`config.mk`:
```
export PLATFORM = sky130hd
export DESIGN_NAME = matrix_one_norm_top
export DESIGN_NICKNAME = d
export VERILOG_FILES = /design/src/mon_pkg.sv /design/src/matrix_one_norm_top.sv /design/src/mon_ctrl.sv /design/src/mon_dp.sv
export SDC_FILE = /design/constraint.sdc
export NUM_CORES = 2
export LEC_CHECK = 0
export BUFFER_PORTS_ARGS = -buffer_cell sky130_fd_sc_hd__buf_2
export CAP_MARGIN = 20
export CORE_ASPECT_RATIO = 1.1
export CORE_MARGIN = 5
export CORE_UTILIZATION = 35
export DETAILED_ROUTE_END_ITERATION = 16
export MAX_ROUTING_LAYER = met4
export PLACE_DENSITY = 0.47
export SLEW_MARGIN = 40
export SYNTH_ARGS = -nofsm -noshare
export SYNTH_HDL_FRONTEND = slang
export SYNTH_SLANG_ARGS = --single-unit
```
`constraint.sdc`:
```
create_clock -name clk -period 8.1 [get_ports clk]
set_input_delay 0.81 -clock clk [delete_from_list [all_inputs] [get_ports clk]]
set_output_delay 0.81 -clock clk [all_outputs]
set_load 0.01 [all_outputs]
```
`src/mon_pkg.sv`:
```
// ----------------------------------------------------------------------------
// Matrix one-norm package
// Shared constants, controller states and control/status bundles.
// ----------------------------------------------------------------------------
package mon_pkg;

	localparam int MAX_N  = 64;
	localparam int IDX_W  = $clog2(MAX_N);
	localparam int SIZE_W = 7;
	localparam int ELEM_W = 32;
	localparam int SUM_W  = 38;

	localparam logic [SIZE_W-1:0] SIZE_RESET = SIZE_W'(64);
	localparam logic [SIZE_W-1:0] SIZE_MAX   = SIZE_W'(MAX_N);
	localparam logic [SUM_W-1:0]  SUM_SAT    = {SUM_W{1'b1}};

	typedef enum logic [0:0] {
		ST_IDLE,
		ST_ACC
	} state_t;

	typedef struct packed {
		logic capture;
		logic commit;
	} dp_cmd_t;

	typedef struct packed {
		logic final_elem;
		logic out_full;
	} dp_status_t;

endpackage

```
`src/matrix_one_norm_top.sv`:
```
// ----------------------------------------------------------------------------
// Matrix one-norm top level
// Largest column sum of absolute values of a square Q16.16 matrix.
// ----------------------------------------------------------------------------
// Elements enter on the in_valid/in_ready channel in row-major order, one per
// transfer. Each element passes through a capture state that reads its column
// accumulator from the single-port column memory and an accumulate state
// that adds its magnitude and writes the sum back, so in_ready is low while
// an element accumulates. The accumulate step of the last element of a
// matrix loads the norm into the output register and raises out_valid with
// it, and the norm holds until taken on the out_valid/out_ready channel.
// While a result waits, elements of the next matrix are still accepted; only
// the final element of that next matrix waits in its accumulate cycle until
// the pending result is taken. A write on cfg_wr_en sets the matrix size
// (0 acts as 1, above 64 acts as 64) and abandons any partial matrix.
// Reset sets the size to 64 and clears indices, maximum and per-column
// valid bits at once, so no clearing pass is needed.
// ----------------------------------------------------------------------------
module matrix_one_norm_top (
	input  logic                              clk,
	input  logic                              arst_n,
	input  logic                              cfg_wr_en,
	input  logic [mon_pkg::SIZE_W-1:0]        cfg_wr_data,
	input  logic                              in_valid,
	output logic                              in_ready,
	input  logic signed [mon_pkg::ELEM_W-1:0] element,
	output logic                              out_valid,
	input  logic                              out_ready,
	output logic [mon_pkg::SUM_W-1:0]         norm
);

	mon_pkg::dp_cmd_t    cmd;
	mon_pkg::dp_status_t status;

	mon_ctrl u_ctrl (
		.clk      (clk),
		.arst_n   (arst_n),
		.in_valid (in_valid),
		.in_ready (in_ready),
		.status   (status),
		.cmd      (cmd)
	);

	mon_dp u_dp (
		.clk         (clk),
		.arst_n      (arst_n),
		.cfg_wr_en   (cfg_wr_en),
		.cfg_wr_data (cfg_wr_data),
		.element     (element),
		.cmd         (cmd),
		.status      (status),
		.out_valid   (out_valid),
		.out_ready   (out_ready),
		.norm        (norm)
	);

endmodule

```
`src/mon_ctrl.sv`:
```
// ----------------------------------------------------------------------------
// Matrix one-norm controller
// Sequences each element through capture and accumulate.
// ----------------------------------------------------------------------------
module mon_ctrl (
	input  logic                clk,
	input  logic                arst_n,
	input  logic                in_valid,
	output logic                in_ready,
	input  mon_pkg::dp_status_t status,
	output mon_pkg::dp_cmd_t    cmd
);

	mon_pkg::state_t state_q;
	mon_pkg::state_t state_d;

	always_ff @(posedge clk or negedge arst_n) begin
		if (!arst_n) begin
			state_q <= mon_pkg::ST_IDLE;
		end else begin
			state_q <= state_d;
		end
	end

	always_comb begin
		state_d = state_q;
		case (state_q)
			mon_pkg::ST_IDLE: begin
				if (in_valid) begin
					state_d = mon_pkg::ST_ACC;
				end
			end
			mon_pkg::ST_ACC: begin
				if (!(status.final_elem && status.out_full)) begin
					state_d = mon_pkg::ST_IDLE;
				end
			end
			default: state_d = mon_pkg::ST_IDLE;
		endcase
	end

	always_comb begin
		in_ready    = 1'b0;
		cmd.capture = 1'b0;
		cmd.commit  = 1'b0;
		case (state_q)
			mon_pkg::ST_IDLE: begin
				in_ready    = 1'b1;
				cmd.capture = in_valid;
			end
			mon_pkg::ST_ACC: begin
				cmd.commit = !(status.final_elem && status.out_full);
			end
			default: begin
				in_ready = 1'b0;
			end
		endcase
	end

endmodule

```
`src/mon_dp.sv`:
```
// ----------------------------------------------------------------------------
// Matrix one-norm datapath
// Column accumulator memory, indices, running maximum and result register.
// ----------------------------------------------------------------------------
module mon_dp (
	input  logic                                clk,
	input  logic                                arst_n,
	input  logic                                cfg_wr_en,
	input  logic [mon_pkg::SIZE_W-1:0]          cfg_wr_data,
	input  logic signed [mon_pkg::ELEM_W-1:0]   element,
	input  mon_pkg::dp_cmd_t                    cmd,
	output mon_pkg::dp_status_t                 status,
	output logic                                out_valid,
	input  logic                                out_ready,
	output logic [mon_pkg::SUM_W-1:0]           norm
);

	logic [mon_pkg::SIZE_W-1:0] size_q;
	logic [mon_pkg::IDX_W-1:0]  col_q;
	logic [mon_pkg::IDX_W-1:0]  row_q;
	logic [mon_pkg::SUM_W-1:0]  max_q;
	logic [mon_pkg::MAX_N-1:0]  valid_q;
	logic [mon_pkg::SUM_W-1:0]  norm_q;
	logic                       out_valid_q;

	logic [mon_pkg::ELEM_W-1:0] mag_s1;
	logic [mon_pkg::IDX_W-1:0]  col_s1;
	logic                       last_row_s1;
	logic                       last_col_s1;
	logic [mon_pkg::SUM_W-1:0]  rd_s1;
	logic                       hit_s1;

	logic [mon_pkg::SUM_W-1:0]  mem [mon_pkg::MAX_N];

	logic [mon_pkg::SIZE_W-1:0] n_eff;
	logic [mon_pkg::SIZE_W-1:0] n_last;
	logic [mon_pkg::IDX_W-1:0]  col_idx;
	logic [mon_pkg::ELEM_W-1:0] mag;
	logic [mon_pkg::SUM_W-1:0]  base;
	logic [mon_pkg::SUM_W:0]    sum_wide;
	logic [mon_pkg::SUM_W-1:0]  sum;
	logic [mon_pkg::SUM_W-1:0]  max_next;
	logic                       final_elem;

	always_comb begin
		if (size_q == '0) begin
			n_eff = mon_pkg::SIZE_W'(1);
		end else if (size_q > mon_pkg::SIZE_MAX) begin
			n_eff = mon_pkg::SIZE_MAX;
		end else begin
			n_eff = size_q;
		end
		n_last  = n_eff - mon_pkg::SIZE_W'(1);
		col_idx = (mon_pkg::SIZE_W'(col_q) >= n_eff) ? '0 : col_q;
		mag     = element[mon_pkg::ELEM_W-1] ? (~element + 1'b1) : element;
	end

	always_comb begin
		base     = hit_s1 ? rd_s1 : '0;
		sum_wide = {1'b0, base} + (mon_pkg::SUM_W+1)'(mag_s1);
		sum      = sum_wide[mon_pkg::SUM_W] ? mon_pkg::SUM_SAT : sum_wide[mon_pkg::SUM_W-1:0];
		max_next = (last_row_s1 && (sum > max_q)) ? sum : max_q;
		final_elem = last_row_s1 && last_col_s1;
	end

	assign status.final_elem = final_elem;
	assign status.out_full   = out_valid_q && !out_ready;
	assign out_valid         = out_valid_q;
	assign norm              = norm_q;

	always_ff @(posedge clk) begin
		if (cmd.commit && !last_row_s1) begin
			mem[col_s1] <= sum;
		end
		if (cmd.capture) begin
			rd_s1 <= mem[col_idx];
		end
	end

	always_ff @(posedge clk) begin
		if (cmd.capture) begin
			mag_s1      <= mag;
			col_s1      <= col_idx;
			last_row_s1 <= mon_pkg::SIZE_W'(row_q) >= n_last;
			last_col_s1 <= mon_pkg::SIZE_W'(col_idx) >= n_last;
			hit_s1      <= valid_q[col_idx];
		end
		if (cmd.commit && final_elem) begin
			norm_q <= max_next;
		end
	end

	always_ff @(posedge clk or negedge arst_n) begin
		if (!arst_n) begin
			size_q      <= mon_pkg::SIZE_RESET;
			col_q       <= '0;
			row_q       <= '0;
			max_q       <= '0;
			valid_q     <= '0;
			out_valid_q <= 1'b0;
		end else begin
			if (out_valid_q && out_ready) begin
				out_valid_q <= 1'b0;
			end
			if (cfg_wr_en) begin
				size_q  <= cfg_wr_data;
				col_q   <= '0;
				row_q   <= '0;
				max_q   <= '0;
				valid_q <= '0;
			end else if (cmd.commit) begin
				valid_q[col_s1] <= !last_row_s1;
				if (final_elem) begin
					out_valid_q <= 1'b1;
					col_q       <= '0;
					row_q       <= '0;
					max_q       <= '0;
				end else begin
					max_q <= max_next;
					if (last_col_s1) begin
						col_q <= '0;
						row_q <= row_q + 1'b1;
					end else begin
						col_q <= col_s1 + 1'b1;
					end
				end
			end
		end
	end

	a_result_loaded: assert property (@(posedge clk) disable iff (!arst_n)
		cmd.commit && final_elem && !cfg_wr_en |=> out_valid_q)
		else $error("finished matrix did not raise the result");

	a_no_overwrite: assert property (@(posedge clk) disable iff (!arst_n)
		!(cmd.commit && final_elem && out_valid_q && !out_ready))
		else $error("pending result overwritten");

	a_col_in_range: assert property (@(posedge clk) disable iff (!arst_n)
		mon_pkg::SIZE_W'(col_q) < n_eff)
		else $error("column index beyond matrix size");

	a_clear_after_final: assert property (@(posedge clk) disable iff (!arst_n)
		cmd.commit && final_elem |=> (row_q == '0) && (col_q == '0) && (max_q == '0))
		else $error("state not cleared after matrix");

	a_no_overlap: assert property (@(posedge clk) disable iff (!arst_n)
		!(cmd.capture && cmd.commit))
		else $error("capture and commit in the same cycle");

endmodule
```
## After elaboration in Yosys (flattened, before gate mapping)

Memories as Yosys holds them, arrays and structs flattened. A register that Yosys moved wholly into a read port is not among the register bits.
Cells that the tools add are included.
W data, S select, Z words.

- Register bits after elaboration: 202
- RAM bits: 2,432
- Input bits: 44
- Output and inout port bits: 40
- Logic and storage cells: 82
- Memories: 1

Memory list:

| name | words | width | rd ports | clocked after Yosys merged registers in | write ports | line | text |
|---|---|---|---|---|---|---|---|
| u_dp.mem | 64 | 38 | 1 | 1 | 1 | mon_dp.sv:33 | `logic [mon_pkg::SUM_W-1:0] mem [mon_pkg::MAX_N];` |

- $add $sub $neg: 5
- Magnitude comparators: 8
- Muxes and demuxes: 37
- Bitwise gates (word level): 2
- Reduce and logical (&&, ||, !) cells: 15

Operators by type and width:

| kind | count |
|---|---|
| $mux W38 | 6 |
| $mux W64 | 2 |
| $bwmux W64 | 1 |
| $mux W6 | 9 |
| $add A38 B32 Y39 | 1 |
| $gt A38 B38 Y1 | 1 |
| $add A32 B1 Y32 const B | 1 |
| $not A32 Y32 | 1 |
| $mux W31 | 1 |
| $ge A6 B7 Y1 | 3 |
| $lt A6 B7 Y1 const B | 2 |
| $mux W7 | 2 |
| $mux W1 | 13 |
| $add A6 B1 Y6 const B | 2 |
| $logic_and A1 B1 Y1 | 8 |
| $gt A7 B7 Y1 const B | 1 |
| $logic_not A7 Y1 | 1 |
| $sub A7 B1 Y7 const B | 1 |
| $bmux W1 S6 | 1 |
| $demux W1 S6 | 1 |
| $ge A6 B1 Y1 const B | 1 |
| $logic_not A1 Y1 | 3 |
| $reduce_bool A3 Y1 | 1 |
| $pmux W1 S2 | 1 |
| 3 further kinds | 3 |

## Logic depth before layout (Yosys ltp)

- Depth after elaboration: 9
- Gate-level depth with buffers: 26

## Cells and area by module

Synthesis repeated with hierarchy kept, for this count alone.

- Cells, all modules: 7,234
- Area, all modules: 108,445.3 µm²

Modules (own cells, without submodules):

| module | times used | cells each | area each (µm²) |
|---|---|---|---|
| mon_dp | 1 | 7,229 | 108,394.0 |
| mon_ctrl | 1 | 5 | 51.3 |

## Least setup slack after synthesis

Ideal clock, no wire load.

- Kind: register to register
- Start point: reg u_dp.hit_s1
- End point: reg u_dp.max_q[12] (netlist bit)
- Library setup time: 70 ps
- Arrival: 7,549 ps
- Setup slack: 480 ps
- Stages on the path, launching flop included: 24
- Buffers on the path: 4
- Clock period less this slack: 7,620 ps
- Path through: edfxtp_1 -> clkbuf_1 -> clkbuf_1 -> and2_1 -> ha_1 -> inv_1 -> fa_1 -> nor2b_1 -> o2111ai_1 -> a21oi_1 -> o211ai_1 -> a21boi_0 -> nor3_1 -> o21ai_0 -> ha_1 -> nand2_1 -> o21ai_0 -> a221oi_1 -> o211ai_1 -> o21ai_1 -> a31o_2 -> clkbuf_1 -> clkbuf_1 -> a22o_1

- Cells in the longest elaborated chain, start to end: 9

Ends and longest elaborated chain:

| element | line | text |
|---|---|---|
| from (decl) | mon_dp.sv:31 | `logic hit_s1;` |
| from (signal assigned) | mon_dp.sv:86 | `hit_s1 <= valid_q[col_idx];` |
| $mux W38 | mon_dp.sv:59 | `base = hit_s1 ? rd_s1 : '0;` |
| $add A38 B32 Y39 | mon_dp.sv:60 | `sum_wide = {1'b0, base} + (mon_pkg::SUM_W+1)'(mag_s1);` |
| $mux W38 | mon_dp.sv:61 | `sum = sum_wide[mon_pkg::SUM_W] ? mon_pkg::SUM_SAT : sum_wide[mon_pkg::SUM_W-1:0];` |
| via u_dp.sum (one bit) | mon_dp.sv:41 | `logic [mon_pkg::SUM_W-1:0] sum;` |
| $gt A38 B38 Y1 | mon_dp.sv:62 | `max_next = (last_row_s1 && (sum > max_q)) ? sum : max_q;` |
| $logic_and A1 B1 Y1 | mon_dp.sv:62 |  |
| $mux W38 | mon_dp.sv:62 |  |
| $mux W38 | mon_dp.sv:113 | `if (final_elem) begin` |
| $mux W38 | mon_dp.sv:111 | `end else if (cmd.commit) begin` |
| $mux W38 | mon_dp.sv:105 | `if (cfg_wr_en) begin` |
| to (signal assigned) | mon_dp.sv:119 | `max_q <= max_next;` |
| to (decl) | mon_dp.sv:21 | `logic [mon_pkg::SUM_W-1:0] max_q;` |

The timed path passes the listed nets, and every way through them passes these cells. The select of a mux whose other input is x is not followed.
A chain may end at the register's enable or synchronous reset.

## Final worst setup path

- Start point: reg u_dp.hit_s1
- End point: reg u_dp.max_q[8] (netlist bit)

Same word-level chain as after synthesis.

==> results.py <==
metrics = {
    "sta": {
        "finClkSkew_ns": 0.0484,
        "timing.final.crit_period_ns": 6.92,
        "max_freq_mhz": 144,
        "final-setup-viol-count": 0,
        "drv_slew": 0,
        "tightest_slew_ns": 0.969,
        "slew_headroom_pct": 35.4,
        "fin_ws_ns": 1.18,
        "fin_crit_sh_pct": 85.5,
        "tns_ns": 0,
        "rsz0062_at_grt": "false",
        "whs_ns": 0.173,
        "timing_hold_violations_final": 0,
    },
    "detailed_routing": {
        "ant_nets": 0,
        "dr.pass1.iters": 5,
        "wl_met1_mm": 172,
        "dr_wl_met2_mm": 197,
        "drc": 0,
        "route.vias.total": 69300,
        "drt-initial-drc-count": 8637,
        "vias_per_cell": 5.99,
        "avgRoutedWirePerCell_um": 35.8,
        "top_layer_used": "met4",
        "wl_mm": 414,
        "route.met3.wl_mm": 32.5,
    },
    "logic_synthesis": {
        "synth_fp_nets": 7147,
        "yosys_warnings": 0,
        "synthCells": 7010,
        "yosys.area.top_type": "edfxtp_1",
        "mappedNetlistArea_um2": 108000,
        "synthFlopType": "edfxtp_1",
        "synth.ff_latch_count": 2672,
        "synthArstFlopShare_pct": 4.60,
        "avgSynthCellArea_um2": 15.4,
        "ys_types": 83,
        "synth.most_common_cell": "edfxtp_1",
        "synth_edf_count": 2549,
        "synthTopCellsByCount": "2549 x edfxtp_1, 518 x nand2_1, 505 x a21oi_1",
        "synth_top_area_share_pct": 70.8,
        "yosys-top-cells-area": "edfxtp_1 71%, dfrtp_1 2.8%, mux2i_1 2.7%",
        "yosysSeqAreaShare_pct": 73.7,
    },
    "cells_and_area": {
        "nFillCells": 28200,
        "multiInputGateArea_um2": 26600,
        "areaGrowthSynthToFinish_pct": 15.0,
        "fin_area_um2": 124000,
        "seq_area_um2": 79600,
        "finalNetCount": 7367,
        "layout-drive-gt1-share_pct": 15.9,
    },
    "die": {
        "die_h_um": 593,
        "ios": 84,
        "fp.coreArea_um2": 308000,
        "start_util_pct": 35.1,
        "chipWidth_um": 540,
        "dieArea_um2": 320000,
        "rows": 214,
    },
    "worst_setup_path": {
        "path_delay_family": "compound AO/OA/AOI/OAI gates",
        "worstSetupEndpointType": "flop",
        "cp_max_fo": 14,
        "critPathLaunchType": "flop",
        "critPathArrivalTime_ns": 7.72,
        "reg2reg_depth": 20,
        "crit_chain": "buf_8 > and2_1 > ha_1 > a211oi_1 > o211ai_1 > a221oi_1 > o211ai_1 > nor3_1 > nor2_1 > o311ai_0 > inv_2 > ha_1 > nand4_1 > nor3_1 > nand3_1 > o211ai_1 > o21ai_4 > nor2_1 > buf_4 > a22o_1",
        "critical_path_class": "flop to flop",
        "critPathBufInv": 3,
        "reg2reg_slack_ns": 1.18,
        "r2r_start": "u_dp.hit_s1",
        "crit_end": "u_dp.max_q[8]",
        "slowest_delay_ns": 0.73,
        "r2r-end": "u_dp.max_q[8]",
        "crit_start": "u_dp.hit_s1",
        "cp_slowest_cell": "o311ai_0",
        "worstPathRequired_ns": 8.89,
        "cp.depth": 20,
        "crit_top_cell": "o211ai_1",
    },
    "placement": {
        "place_congestion": 0.880,
        "dp_slack_ns": 0.987,
        "place_area_um2": 115000,
        "port_buffers": 83,
        "dpl.hpwl_mm": 238,
    },
    "global_routing": {
        "grt_pass1_wl_mm": 566,
        "grt_pass1_vias": 67100,
        "antenna_found_initial": 28,
        "track_usage_pct": 25.9,
        "grt_overflow": 0,
        "grt_max_degree": 112,
    },
    "cts": {
        "post_cts_resized": 0,
        "clkTransAtPathRegs_ns": 0.06,
        "cts_htree_levels": 5,
        "clkLatencyLatePin_ns": 0.88,
        "numCtsBuffers": 290,
        "cts_tree": "yes",
        "cts-root-buf": "clkbuf_16",
        "cts_buffer_depth": 4,
        "cts.sinks": 2672,
    },
    "worst_hold_path": {
        "hp-class": "input pin to flop",
    },
    "job": {
        "drv_cap": 0,
    },
    "power_and_ir_drop": {
        "peakVddDrop_mv": 0.326,
        "p_leak_nw": 39.8,
        "power_density_nw_per_um2": 355,
    },
    "outcome": {
        "status": "complete, no violations",
    },
}
==> registers in the layout (all words and copies together), names as in the netlist <==
signal and count:
u_dp.mem 2432, u_dp.valid_q 64, u_dp.max_q 38, u_dp.norm 38
u_dp.rd_s1 38, u_dp.mag_s1 32, u_dp.size_q 7, u_dp.col_q 6
u_dp.col_s1 6, u_dp.row_q 6, u_ctrl.state_q 1, u_dp.hit_s1 1
u_dp.last_col_s1 1, u_dp.last_row_s1 1, u_dp.out_valid 1
==> worst min path at each step <==
stage | startpoint | end | cells after the start | slack (ns)
after CTS | cfg_wr_data[6] | u_dp.size_q[6] | 3 | 0.12
after floorplan | u_dp.row_q[5] | u_dp.row_q[5] | 1 | 0.45
after global routing | cfg_wr_data[5] | u_dp.size_q[5] | 2 | 0.17
final | in_valid | u_ctrl.state_q | 3 | 0.17
after global placement | u_dp.row_q[5] | u_dp.row_q[5] | 1 | 0.49
after detailed placement | u_dp.row_q[5] | u_dp.row_q[5] | 1 | 0.48
==> worst reg2reg max path: stages, from the launching register on <==
cell	delay, ns
edfxtp_1	0.63
buf_8	0.27
and2_1	0.15
ha_1	0.34
a211oi_1	0.44
o211ai_1	0.20
a221oi_1	0.66
o211ai_1	0.18
nor3_1	0.41
nor2_1	0.19
o311ai_0	0.73
inv_2	0.10
ha_1	0.32
nand4_1	0.15
nor3_1	0.44
nand3_1	0.12
o211ai_1	0.29
o21ai_4	0.22
nor2_1	0.56
buf_4	0.31
a22o_1	0.15
==> final cells by class <==
cell class | count | area share (%)
inverters | 144 | 0.469
clock buffers | 377 | 6.27
diodes | 16 | 0.0322
clock inverters | 138 | 0.971
repair buffers | 381 | 2.65
multi-input cells | 3741 | 21.4
well taps | 4104 | 4.13
flip-flops and latches | 2672 | 64.1
==> per-layer routing <==
layer  vias to the layer above  global-route usage [%]
li1                      28300                       -
met5                         -                       -
met3                       618                    3.85
met4                         0                    7.07
met2                      3379                    41.5
met1                     37000                    34.6
==> metrics by stage <==
step | util [%] | power [W] | instances
after global placement | 37.1 | 0.0310 | 11000
after floorplan | - | 0.0253 | 7010
final | 40.3 | 0.0442 | 11600
after CTS | 40.3 | 0.0441 | 11500
after global routing | 40.3 | 0.0456 | 11600
after detailed placement | 37.3 | 0.0313 | 11000
==> power breakdown <==
part           switching (W)  total (W)  internal (W)
sequential          0.000254     0.0190        0.0187
clock                0.00556     0.0129       0.00738
combinational        0.00937     0.0123       0.00288
total                 0.0152     0.0442        0.0290
==> cell usage in the layout, fill, tap and decap left out, types with 26 or more instances in the layout <==
master        n
a211o_1      29
a211oi_1     67
a21o_1       26
a21oi_1     504
a221oi_1     27
a31oi_1     105
and2_1       41
buf_12       33
buf_2        83
buf_4       226
buf_6        31
clkbuf_1     75
clkbuf_16   298
clkinv_1     60
clkinv_2     46
dfrtp_1     118
edfxtp_1   2549
ha_1         92
inv_1        72
inv_2        56
mux2_2      121
mux2i_1     292
mux4_2      119
nand2_1     502
nand3_1      57
nor2_1      276
nor3_1       77
o211ai_1     84
o21ai_0     364
o221ai_1    288
o22ai_1     149
or3_1        56
xnor2_1      46
==> cell families after synthesis <==
| family | after synthesis | synth area share [%] |
|---|---|---|
| flip-flops | 2672 | 73.7 |
| adder cells (fa/ha/maj) | 93 | 1.08 |
| AND/OR/NAND/NOR | 1192 | 4.92 |
| buffers and inverters | 597 | 2.17 |
| AO/OA/AOI/OAI | 1861 | 11.2 |
| XOR/XNOR | 62 | 0.503 |
| multiplexers | 533 | 6.46 |
==> what timing repair did <==
item | CTS | global route
setup buffers | 0 | 0
hold endpoints to repair | 52 | 0
hold buffers | 1 | 0
No activity file was read; power rests on OpenSTA's default activity.
